==> config.mk <==
export PLATFORM = sky130hd
export DESIGN_NAME = blink_code_led_identifier
export DESIGN_NICKNAME = d
export VERILOG_FILES = /design/src/bcl_pkg.sv /design/src/bcl_slot_mem.sv /design/src/bcl_match.sv /design/src/blink_code_led_identifier.sv
export SDC_FILE = /design/constraint.sdc
export NUM_CORES = 2
export LEC_CHECK = 0
export BUFFER_PORTS_ARGS = -buffer_cell sky130_fd_sc_hd__buf_2
export CAP_MARGIN = 20
export CORE_MARGIN = 2
export CORE_UTILIZATION = 50
export CTS_BUF_LIST = sky130_fd_sc_hd__clkbuf_2 sky130_fd_sc_hd__clkbuf_4 sky130_fd_sc_hd__clkbuf_8
export DETAILED_ROUTE_END_ITERATION = 7
export PLACE_DENSITY = 0.66
export SYNTH_ARGS = -nofsm -noshare
export SYNTH_HDL_FRONTEND = slang
export SYNTH_SLANG_ARGS = --single-unit
==> constraint.sdc <==
create_clock -name clk_i -period 13.3 [get_ports clk_i]
set_clock_uncertainty 0.2 [all_clocks]
set_input_delay 0 -clock clk_i [delete_from_list [all_inputs] [get_ports clk_i]]
set_output_delay 0 -clock clk_i [all_outputs]
set_load 0.005 [all_outputs]
==> src/bcl_pkg.sv <==
// Shared types, constants and helper functions for the blink code LED identifier.
// Has no dependencies. The RTL modules in src import it, all but bcl_checker.
`default_nettype none

package bcl_pkg;

  // Field widths that are fixed by the stream format.
  localparam int unsigned PAT_W   = 10;
  localparam int unsigned ID_W    = 8;
  localparam int unsigned DIST_W  = 4;
  localparam int unsigned SLOT_W  = 6;
  localparam int unsigned AREA_W  = 16;
  localparam int unsigned AGE_W   = 8;
  localparam int unsigned EIDX_W  = 4;
  localparam int unsigned LEDS_W  = 5;
  localparam int unsigned SCALE_W = AREA_W + 4;

  // Brightness hysteresis ratio of eleven to ten.
  localparam logic [3:0] RATIO_LO = 4'd10;
  localparam logic [3:0] RATIO_HI = 4'd11;

  // Configuration register indices.
  localparam int unsigned CFG_IDX_W = 3;
  localparam logic [CFG_IDX_W-1:0] CFG_SYMBOL_SOURCE = 3'd0;
  localparam logic [CFG_IDX_W-1:0] CFG_MIN_AGE       = 3'd1;
  localparam logic [CFG_IDX_W-1:0] CFG_SYNC_WORD     = 3'd2;
  localparam logic [CFG_IDX_W-1:0] CFG_SYNC_MAX      = 3'd3;
  localparam logic [CFG_IDX_W-1:0] CFG_MATCH_MAX     = 3'd4;
  localparam logic [CFG_IDX_W-1:0] CFG_LEDS_IN_USE   = 3'd5;

  // Request kinds carried in tuser.
  localparam logic ACT_FRAME = 1'b0;
  localparam logic ACT_TABLE = 1'b1;

  // Symbol source selection.
  localparam logic SRC_BRIGHTNESS = 1'b0;

  // One entry of the slot state memory.
  typedef struct packed {
    logic            id_valid;
    logic [ID_W-1:0] id;
    logic [PAT_W-1:0] pattern;
  } slot_entry_t;

  // Hamming distance between two patterns.
  function automatic logic [DIST_W-1:0] bit_dist(input logic [PAT_W-1:0] a,
                                                 input logic [PAT_W-1:0] b);
    logic [PAT_W-1:0]  x;
    logic [DIST_W-1:0] n;
    x = a ^ b;
    n = '0;
    for (int unsigned i = 0; i < PAT_W; i++) begin
      n = n + DIST_W'(x[i]);
    end
    return n;
  endfunction

endpackage

`default_nettype wire

==> src/bcl_slot_mem.sv <==
// Slot state memory: one read port with registered data, one write port.
// Sweeps every entry to zero after reset. Depends on bcl_pkg.
`default_nettype none

module bcl_slot_mem
  import bcl_pkg::*;
#(
  parameter int unsigned MAX_BLOBS = 64,
  parameter int unsigned SLOT_AW   = (MAX_BLOBS > 1) ? $clog2(MAX_BLOBS) : 1
) (
  input  wire logic               clk_i,
  input  wire logic               rst_ni,
  input  wire logic               rd_en_i,
  input  wire logic [SLOT_AW-1:0] rd_addr_i,
  output      slot_entry_t        rd_data_o,
  input  wire logic               wr_en_i,
  input  wire logic [SLOT_AW-1:0] wr_addr_i,
  input  wire slot_entry_t        wr_data_i,
  output      logic               clr_busy_o
);

  slot_entry_t        mem [MAX_BLOBS];
  slot_entry_t        rd_data_q;
  logic [SLOT_AW-1:0] clr_addr_q, clr_addr_d;
  logic               clr_busy_q, clr_busy_d;
  logic               we;
  logic [SLOT_AW-1:0] waddr;
  slot_entry_t        wdata;

  // Clearing pass: one entry per cycle from address zero upwards.
  always_comb begin
    clr_addr_d = clr_addr_q;
    clr_busy_d = clr_busy_q;
    if (clr_busy_q) begin
      clr_addr_d = clr_addr_q + SLOT_AW'(1);
      if (clr_addr_q == SLOT_AW'(MAX_BLOBS - 1)) begin
        clr_busy_d = 1'b0;
      end
    end
  end

  always_ff @(posedge clk_i or negedge rst_ni) begin
    if (!rst_ni) begin
      clr_addr_q <= '0;
      clr_busy_q <= 1'b1;
    end else begin
      clr_addr_q <= clr_addr_d;
      clr_busy_q <= clr_busy_d;
    end
  end

  // The sweep owns the write port until it finishes.
  assign we    = clr_busy_q || wr_en_i;
  assign waddr = clr_busy_q ? clr_addr_q : wr_addr_i;
  assign wdata = clr_busy_q ? slot_entry_t'('0) : wr_data_i;

  always_ff @(posedge clk_i) begin
    if (we) begin
      mem[waddr] <= wdata;
    end
    if (rd_en_i) begin
      rd_data_q <= mem[rd_addr_i];
    end
  end

  assign rd_data_o  = rd_data_q;
  assign clr_busy_o = clr_busy_q;

endmodule

`default_nettype wire

==> src/bcl_match.sv <==
// LED pattern table and its parallel search for a close enough entry.
// Returns the first entry within the match distance. Depends on bcl_pkg.
`default_nettype none

module bcl_match
  import bcl_pkg::*;
#(
  parameter int unsigned TABLE_DEPTH = 16
) (
  input  wire logic              clk_i,
  input  wire logic              wr_en_i,
  input  wire logic [EIDX_W-1:0] wr_index_i,
  input  wire logic [PAT_W-1:0]  wr_pattern_i,
  input  wire logic [ID_W-1:0]   wr_id_i,
  input  wire logic [PAT_W-1:0]  key_i,
  input  wire logic [LEDS_W-1:0] leds_in_use_i,
  input  wire logic [DIST_W-1:0] max_dist_i,
  output      logic              hit_o,
  output      logic [ID_W-1:0]   hit_id_o
);

  localparam int unsigned TBL_AW = (TABLE_DEPTH > 1) ? $clog2(TABLE_DEPTH) : 1;
  localparam int unsigned IDX_EW = TBL_AW + EIDX_W;
  localparam int unsigned CNT_W  = 9;

  logic [PAT_W-1:0]  tbl_pat_q [TABLE_DEPTH];
  logic [ID_W-1:0]   tbl_id_q  [TABLE_DEPTH];
  logic [IDX_EW-1:0] idx_ext;
  logic              idx_ok;

  // Writes beyond the table are dropped.
  assign idx_ext = {{TBL_AW{1'b0}}, wr_index_i};
  assign idx_ok  = idx_ext < IDX_EW'(TABLE_DEPTH);

  always_ff @(posedge clk_i) begin
    if (wr_en_i && idx_ok) begin
      tbl_pat_q[idx_ext[TBL_AW-1:0]] <= wr_pattern_i;
      tbl_id_q[idx_ext[TBL_AW-1:0]]  <= wr_id_i;
    end
  end

  // Compare all entries at once; scanning downwards leaves the lowest hit.
  always_comb begin
    hit_o    = 1'b0;
    hit_id_o = '0;
    for (int j = TABLE_DEPTH - 1; j >= 0; j--) begin
      if ((CNT_W'(j) < {{(CNT_W - LEDS_W){1'b0}}, leds_in_use_i}) &&
          (bit_dist(key_i, tbl_pat_q[j]) <= max_dist_i)) begin
        hit_o    = 1'b1;
        hit_id_o = tbl_id_q[j];
      end
    end
  end

endmodule

`default_nettype wire

==> src/blink_code_led_identifier.sv <==
// Top level of the blink code LED identifier: stream ports, configuration
// registers and the slot update sequencer. Depends on bcl_pkg, bcl_slot_mem
// and bcl_match.
//
// Usage: each request on the slave stream is either a frame observation of
// one blob slot (tuser low) or a write of one LED pattern table entry (tuser
// high). Every request gives exactly one result on the master stream: the
// slot's new blink pattern, the ready and sync flags and the bound LED id, or
// all zero for table writes, cleared slots and slots beyond the memory.
// Configuration writes take effect at the clock edge that sees cfg_we_i high.
// An accepted request reads its slot entry from the memory; the update, table
// search and write-back follow in ST_CALC, and no new request is taken until
// the block is back in ST_IDLE. After reset the slot memory is swept to zero,
// and s_axis_tready stays low until the sweep is done. When the receiver
// stalls, the result waits in the output register and the block holds its
// update until that register is free; a new request may be accepted while a
// finished result waits.
`default_nettype none

module blink_code_led_identifier
  import bcl_pkg::*;
#(
  parameter int unsigned MAX_BLOBS   = 64,
  parameter int unsigned TABLE_DEPTH = 16
) (
  input  wire logic                 clk_i,
  input  wire logic                 rst_ni,
  // Slave stream.
  input  wire logic                 s_axis_tvalid,
  output      logic                 s_axis_tready,
  // tdata: slot, area, prev_area, age, colour, entry_index, entry_pattern,
  // entry_led_id, zero padding
  input  wire logic [71:0]          s_axis_tdata,
  // tuser: action
  input  wire logic                 s_axis_tuser,
  // Master stream.
  output      logic                 m_axis_tvalid,
  input  wire logic                 m_axis_tready,
  // tdata: pattern, ready_res, sync_found, led_known, led_id, zero padding
  output      logic [23:0]          m_axis_tdata,
  // Configuration write port.
  input  wire logic                 cfg_we_i,
  input  wire logic [CFG_IDX_W-1:0] cfg_idx_i,
  input  wire logic [PAT_W-1:0]     cfg_wdata_i
);

  localparam int unsigned SLOT_AW = (MAX_BLOBS > 1) ? $clog2(MAX_BLOBS) : 1;
  localparam int unsigned SLOT_EW = SLOT_AW + SLOT_W;

  typedef enum logic {ST_IDLE, ST_CALC} state_e;

  // Unpacked request fields.
  logic [SLOT_W-1:0] in_slot;
  logic [AREA_W-1:0] in_area, in_prev_area;
  logic [AGE_W-1:0]  in_age;
  logic [1:0]        in_colour;
  logic [EIDX_W-1:0] in_eidx;
  logic [PAT_W-1:0]  in_epat;
  logic [ID_W-1:0]   in_eid;

  assign in_slot      = s_axis_tdata[5:0];
  assign in_area      = s_axis_tdata[21:6];
  assign in_prev_area = s_axis_tdata[37:22];
  assign in_age       = s_axis_tdata[45:38];
  assign in_colour    = s_axis_tdata[47:46];
  assign in_eidx      = s_axis_tdata[51:48];
  assign in_epat      = s_axis_tdata[61:52];
  assign in_eid       = s_axis_tdata[69:62];

  // Configuration registers.
  logic              src_q;
  logic [AGE_W-1:0]  min_age_q;
  logic [PAT_W-1:0]  sync_word_q;
  logic [DIST_W-1:0] sync_max_q;
  logic [DIST_W-1:0] match_max_q;
  logic [LEDS_W-1:0] leds_q;

  always_ff @(posedge clk_i or negedge rst_ni) begin
    if (!rst_ni) begin
      src_q       <= SRC_BRIGHTNESS;
      min_age_q   <= AGE_W'(9);
      sync_word_q <= PAT_W'(10'h3FF);
      sync_max_q  <= DIST_W'(1);
      match_max_q <= '0;
      leds_q      <= LEDS_W'(16);
    end else if (cfg_we_i) begin
      unique case (cfg_idx_i)
        CFG_SYMBOL_SOURCE: src_q       <= cfg_wdata_i[0];
        CFG_MIN_AGE:       min_age_q   <= cfg_wdata_i[AGE_W-1:0];
        CFG_SYNC_WORD:     sync_word_q <= cfg_wdata_i;
        CFG_SYNC_MAX:      sync_max_q  <= cfg_wdata_i[DIST_W-1:0];
        CFG_MATCH_MAX:     match_max_q <= cfg_wdata_i[DIST_W-1:0];
        CFG_LEDS_IN_USE:   leds_q      <= cfg_wdata_i[LEDS_W-1:0];
        default: ;
      endcase
    end
  end

  // Control and output registers.
  state_e             state_q, state_d;
  logic               m_valid_q, m_valid_d;
  logic [23:0]        m_data_q, m_data_d;
  // Request payload held for the update cycle.
  logic               act_q;
  logic               in_range_q;
  logic [SLOT_AW-1:0] slot_q;
  logic [AREA_W-1:0]  area_q, prev_area_q;
  logic [AGE_W-1:0]   age_q;
  logic [1:0]         colour_q;

  logic               accept;
  logic               clr_busy;
  logic [SLOT_EW-1:0] slot_ext;
  logic               slot_ok;
  logic               out_free;
  logic               finish;
  slot_entry_t        old_entry, new_entry;
  logic               mem_we;
  logic               tbl_hit;
  logic [ID_W-1:0]    tbl_hit_id;

  assign slot_ext      = {{SLOT_AW{1'b0}}, in_slot};
  assign slot_ok       = slot_ext < SLOT_EW'(MAX_BLOBS);
  assign s_axis_tready = (state_q == ST_IDLE) && !clr_busy;
  assign accept        = s_axis_tvalid && s_axis_tready;
  assign out_free      = !m_valid_q || m_axis_tready;
  assign finish        = (state_q == ST_CALC) && out_free;

  bcl_slot_mem #(
    .MAX_BLOBS (MAX_BLOBS),
    .SLOT_AW   (SLOT_AW)
  ) u_slot_mem (
    .clk_i      (clk_i),
    .rst_ni     (rst_ni),
    .rd_en_i    (accept),
    .rd_addr_i  (slot_ext[SLOT_AW-1:0]),
    .rd_data_o  (old_entry),
    .wr_en_i    (mem_we),
    .wr_addr_i  (slot_q),
    .wr_data_i  (new_entry),
    .clr_busy_o (clr_busy)
  );

  // Update of the slot: shift in the new symbol and run the checks.
  logic [SCALE_W-1:0] area_lo, area_hi, last_lo, last_hi;
  logic               top_bit;
  logic [PAT_W-1:0]   new_pat;
  logic               ready_res, sync_found;

  assign area_lo = SCALE_W'(area_q) * SCALE_W'(RATIO_LO);
  assign area_hi = SCALE_W'(area_q) * SCALE_W'(RATIO_HI);
  assign last_lo = SCALE_W'(prev_area_q) * SCALE_W'(RATIO_LO);
  assign last_hi = SCALE_W'(prev_area_q) * SCALE_W'(RATIO_HI);

  always_comb begin
    top_bit = old_entry.pattern[PAT_W-1];
    if (src_q == SRC_BRIGHTNESS) begin
      if (area_lo > last_hi) begin
        top_bit = 1'b1;
      end else if (area_hi < last_lo) begin
        top_bit = 1'b0;
      end
    end else if (!colour_q[1]) begin
      // A non-negative colour is the symbol itself.
      top_bit = colour_q[0];
    end
  end

  assign new_pat    = {top_bit, old_entry.pattern[PAT_W-1:1]};
  assign ready_res  = age_q >= min_age_q;
  assign sync_found = ready_res && (bit_dist(new_pat, sync_word_q) <= sync_max_q);

  bcl_match #(
    .TABLE_DEPTH (TABLE_DEPTH)
  ) u_match (
    .clk_i         (clk_i),
    .wr_en_i       (accept && (s_axis_tuser == ACT_TABLE)),
    .wr_index_i    (in_eidx),
    .wr_pattern_i  (in_epat),
    .wr_id_i       (in_eid),
    .key_i         (new_pat),
    .leds_in_use_i (leds_q),
    .max_dist_i    (match_max_q),
    .hit_o         (tbl_hit),
    .hit_id_o      (tbl_hit_id)
  );

  // New slot entry, write-back and result word.
  always_comb begin
    new_entry = old_entry;
    mem_we    = 1'b0;
    m_data_d  = '0;
    if (finish && (act_q == ACT_FRAME) && in_range_q) begin
      mem_we = 1'b1;
      if (age_q == '0) begin
        new_entry = '0;
      end else begin
        new_entry.pattern = new_pat;
        if (ready_res && !old_entry.id_valid && tbl_hit) begin
          new_entry.id_valid = 1'b1;
          new_entry.id       = tbl_hit_id;
        end
        m_data_d[9:0]   = new_pat;
        m_data_d[10]    = ready_res;
        m_data_d[11]    = sync_found;
        m_data_d[12]    = new_entry.id_valid;
        m_data_d[20:13] = new_entry.id_valid ? new_entry.id : '0;
      end
    end
  end

  // Sequencer: read the slot, then update it once the output register is free.
  always_comb begin
    state_d   = state_q;
    m_valid_d = m_valid_q && !m_axis_tready;
    unique case (state_q)
      ST_IDLE: begin
        if (accept) begin
          state_d = ST_CALC;
        end
      end
      ST_CALC: begin
        if (out_free) begin
          state_d   = ST_IDLE;
          m_valid_d = 1'b1;
        end
      end
      default: state_d = ST_IDLE;
    endcase
  end

  always_ff @(posedge clk_i or negedge rst_ni) begin
    if (!rst_ni) begin
      state_q   <= ST_IDLE;
      m_valid_q <= 1'b0;
    end else begin
      state_q   <= state_d;
      m_valid_q <= m_valid_d;
    end
  end

  // Payload registers.
  always_ff @(posedge clk_i) begin
    if (accept) begin
      act_q       <= s_axis_tuser;
      in_range_q  <= slot_ok;
      slot_q      <= slot_ext[SLOT_AW-1:0];
      area_q      <= in_area;
      prev_area_q <= in_prev_area;
      age_q       <= in_age;
      colour_q    <= in_colour;
    end
    if (finish) begin
      m_data_q <= m_data_d;
    end
  end

  assign m_axis_tvalid = m_valid_q;
  assign m_axis_tdata  = m_data_q;

endmodule

`default_nettype wire

==> reports/metrics.yaml <==
die_w_um: 379
dpl_cell_area_mm2: 0.0741
initial_core_util_pct: 50.5
cap_violations: 0
cpPeakStageDelay_ns: 0.93
dieArea_mm2: 0.144
grt_first_pass_wirelength_mm: 249
cts_sinks: 1569
cp_slowest_cell: "a21boi_1"
syn_to_final_growth_pct: 15.2
hold_violations: 0
ys.flop_type: "edfxtp_1"
grt_pass1_vias: 38508
fin_total_pwr_mw: 14.9
synthCells: 3836
p_per_area_mw_per_mm2: 183
path_class: "reg2reg"
dpl.hpwl_mm: 98.3
vias_per_cell: 5.81
rsz0062_at_grt: "no"
insertion_delay_ns: 0.96
netlist.area_leader.share_pct: 65.1
netlist_area_mm2: 0.0705
fin_crit_sh_pct: 92.9
ys_top_cells_by_area: "edfxtp_1 65%, mux4_2 12%, ha_1 5.2%"
drive_above_1_share_pct: 25.3
crit_path_end_kind: "flip-flop"
grt_max_degree: 158
grt_usage_pct: 24.0
die_h_um: 379
min_period_ns: 12.36
clock_path_buffers: 4
wl_per_cell_um: 26.3
synth_area_leader_cell: "edfxtp_1"
fmax_mhz: 80.9
worstPathRequired_ns: 13.85
synth_edf_count: 1528
async_flop_share_pct: 2.61
htree_levels: 5
antenna_found_initial: 8
cts_root_buf: "clkbuf_8"
drc: 0
crit_family: "compound AO/OA/AOI/OAI gates"
pin_count: 117
critPathLaunchType: "flip-flop"
worstMarginPinSlew_ns: 1.17
grt_overflow: 0
io_buffers: 111
cts_setup_buffers: 0
status: "finished, final reports clean"
std_cell_rows: 137
route.vias.total: 37552
yosysSeqAreaShare_pct: 66.6
nFillCells: 10376
ys_seq_elements: 1569
yosysWarnings: 0
first_pass_iters: 6
finalSetupViolations: 0
yosys.cell_types.count: 87
critPathMaxFanout: 39
slew_headroom_pct: 20.8
finalInstanceArea_mm2: 0.0812
numCtsBuffers: 280
cts_tree: "built"
setup_tns_ns: 0
gp_congestion: 0.815
drt-total-wl_mm: 170
antenna_left: 0
layout.nets: 4933
first_iter_violations: 3589
syn_avg_cell_area_um2: 18.4
core_area_mm2: 0.140
cellLeakagePower_nw: 28.4
crit_buf_inv: 8
vdd_ir_drop_max_mv: 0.176
clkTransAtPathRegs_ns: 0.06
fin_hold_ws_ns: 0.0780
report.final.slew_viol_count: 0
cp_data_arrival_time_ns: 12.91
min_path_type: "in2reg"
## sequential cells by signal, summed over array words and instances (netlist names), 5 cells and up
register and flops:
age_q 8, area_q 16, leds_q 5, m_axis_tdata 21, min_age_q 8, prev_area_q 16, slot_q 6, sync_word_q 10
u_match.tbl_id_q 128, u_match.tbl_pat_q 160, u_slot_mem.clr_addr_q 6, u_slot_mem.mem 1152, u_slot_mem.rd_data_o 18
## where the power goes
part	leakage, nW	switching, mW	internal (mW)
registers	14.3	0.0506	5.65
clock network	2.67	1.88	2.29
logic	11.4	2.97	2.02
total	28.4	4.90	9.97
## metal layers
layer  track usage [%]  share of wire, %  up-vias
met5                 0             0.016        -
met4              8.00               3.0        4
met3              3.77               6.7      353
met2              39.2                49     1459
met1              33.2                41    19496
li1                  -                 -    16240
## placed cells by master, fill, tap and decap left out, types with 19 or more instances in the layout
| cell | instances |
|---|---|
| edfxtp_1 | 1528 |
| mux4_2 | 378 |
| ha_1 | 291 |
| clkbuf_8 | 290 |
| inv_1 | 228 |
| dlygate4sd3_1 | 193 |
| xnor2_1 | 176 |
| fa_1 | 132 |
| nand2_1 | 117 |
| buf_4 | 113 |
| buf_2 | 107 |
| nor2_1 | 87 |
| clkbuf_4 | 86 |
| xor2_1 | 71 |
| a21oi_1 | 63 |
| o21ai_0 | 60 |
| nor2_2 | 60 |
| clkinv_1 | 52 |
| nor2b_1 | 36 |
| nor3_1 | 34 |
| nand2b_1 | 31 |
| a21o_1 | 26 |
| dfrtp_1 | 26 |
| mux2_2 | 23 |
| o21a_1 | 22 |
| nand4_1 | 20 |
| nand3_1 | 19 |
## synth_stat cells (11+ instances only)
| cell type | number |
|---|---|
| edfxtp_1 | 1528 |
| mux4_2 | 378 |
| ha_1 | 291 |
| inv_1 | 228 |
| xnor2_1 | 176 |
| nor2_1 | 151 |
| fa_1 | 132 |
| nand2_1 | 118 |
| clkbuf_1 | 75 |
| xor2_1 | 71 |
| a21oi_1 | 63 |
| o21ai_0 | 60 |
| nor3_1 | 38 |
| nor2b_1 | 36 |
| nand2b_1 | 31 |
| a21o_1 | 26 |
| dfrtp_1 | 26 |
| buf_2 | 23 |
| mux2_2 | 23 |
| a22o_1 | 22 |
| o21a_1 | 22 |
| nand4_1 | 20 |
| buf_4 | 19 |
| nand3_1 | 19 |
| a211oi_1 | 15 |
| dfstp_2 | 15 |
| o21ai_1 | 14 |
| and3_1 | 13 |
| buf_1 | 12 |
| o31ai_1 | 12 |
| o21bai_1 | 11 |
## cell type report
class,count,area [um^2],area share [%]
flip-flops and latches,1569,46900,57.8
multi-input cells,1906,22300,27.5
clock buffers,376,4640,5.71
repair buffers,433,3710,4.57
well taps,1876,2350,2.89
inverters,229,860,1.06
clock inverters,74,388,0.478
diodes,5,12.5,0.0154
## logic make-up (layout without fill, tap and decap cells)
kind of cell	count (synthesis)	in the layout	synth area share, %
DFF	1569	1569	66.6
and+or+nand+nor	464	464	3.13
adders and majority gates	423	423	8.91
muxes	405	405	12.5
AOI/OAI and AO/OA	364	364	3.68
buffers and inverters	363	1112	2.13
xor gates and xnor gates	247	247	3.07
other	1	8	0.00532
## metrics by stage
stage          std cells  worst slack, ns  utilization [%]
3_5_place_dp        5812            0.939             53.0
6_report            6468            0.940             58.1
2_1_floorplan       3838             1.86                -
4_1_cts             6460            0.920             58.1
5_1_grt             6465            0.423             58.1
3_3_place_gp        5810             1.17             53.0
## worst paths after layout
kind                                          end            start  slack (ns)  cells after the start
setup / recovery           u_slot_mem.mem[28][17]   prev_area_q[1]        0.94                     40
hold / removal                          slot_q[4]  s_axis_tdata[4]        0.08                      2
setup reg to reg           u_slot_mem.mem[28][17]   prev_area_q[1]        0.94                     40
hold reg to reg                     sync_max_q[2]    sync_max_q[2]        0.30                      1
max in group asynchronous                   src_q           rst_ni       11.81                      6
min in group asynchronous                 state_q           rst_ni        0.60                      5
## what timing repair did
item                      4_1_cts  5_1_grt
hold endpoints to repair      794        0
hold buffers                  198        0
gates resized for setup         0        0
Note: power is estimated with default switching activity, not from simulation.
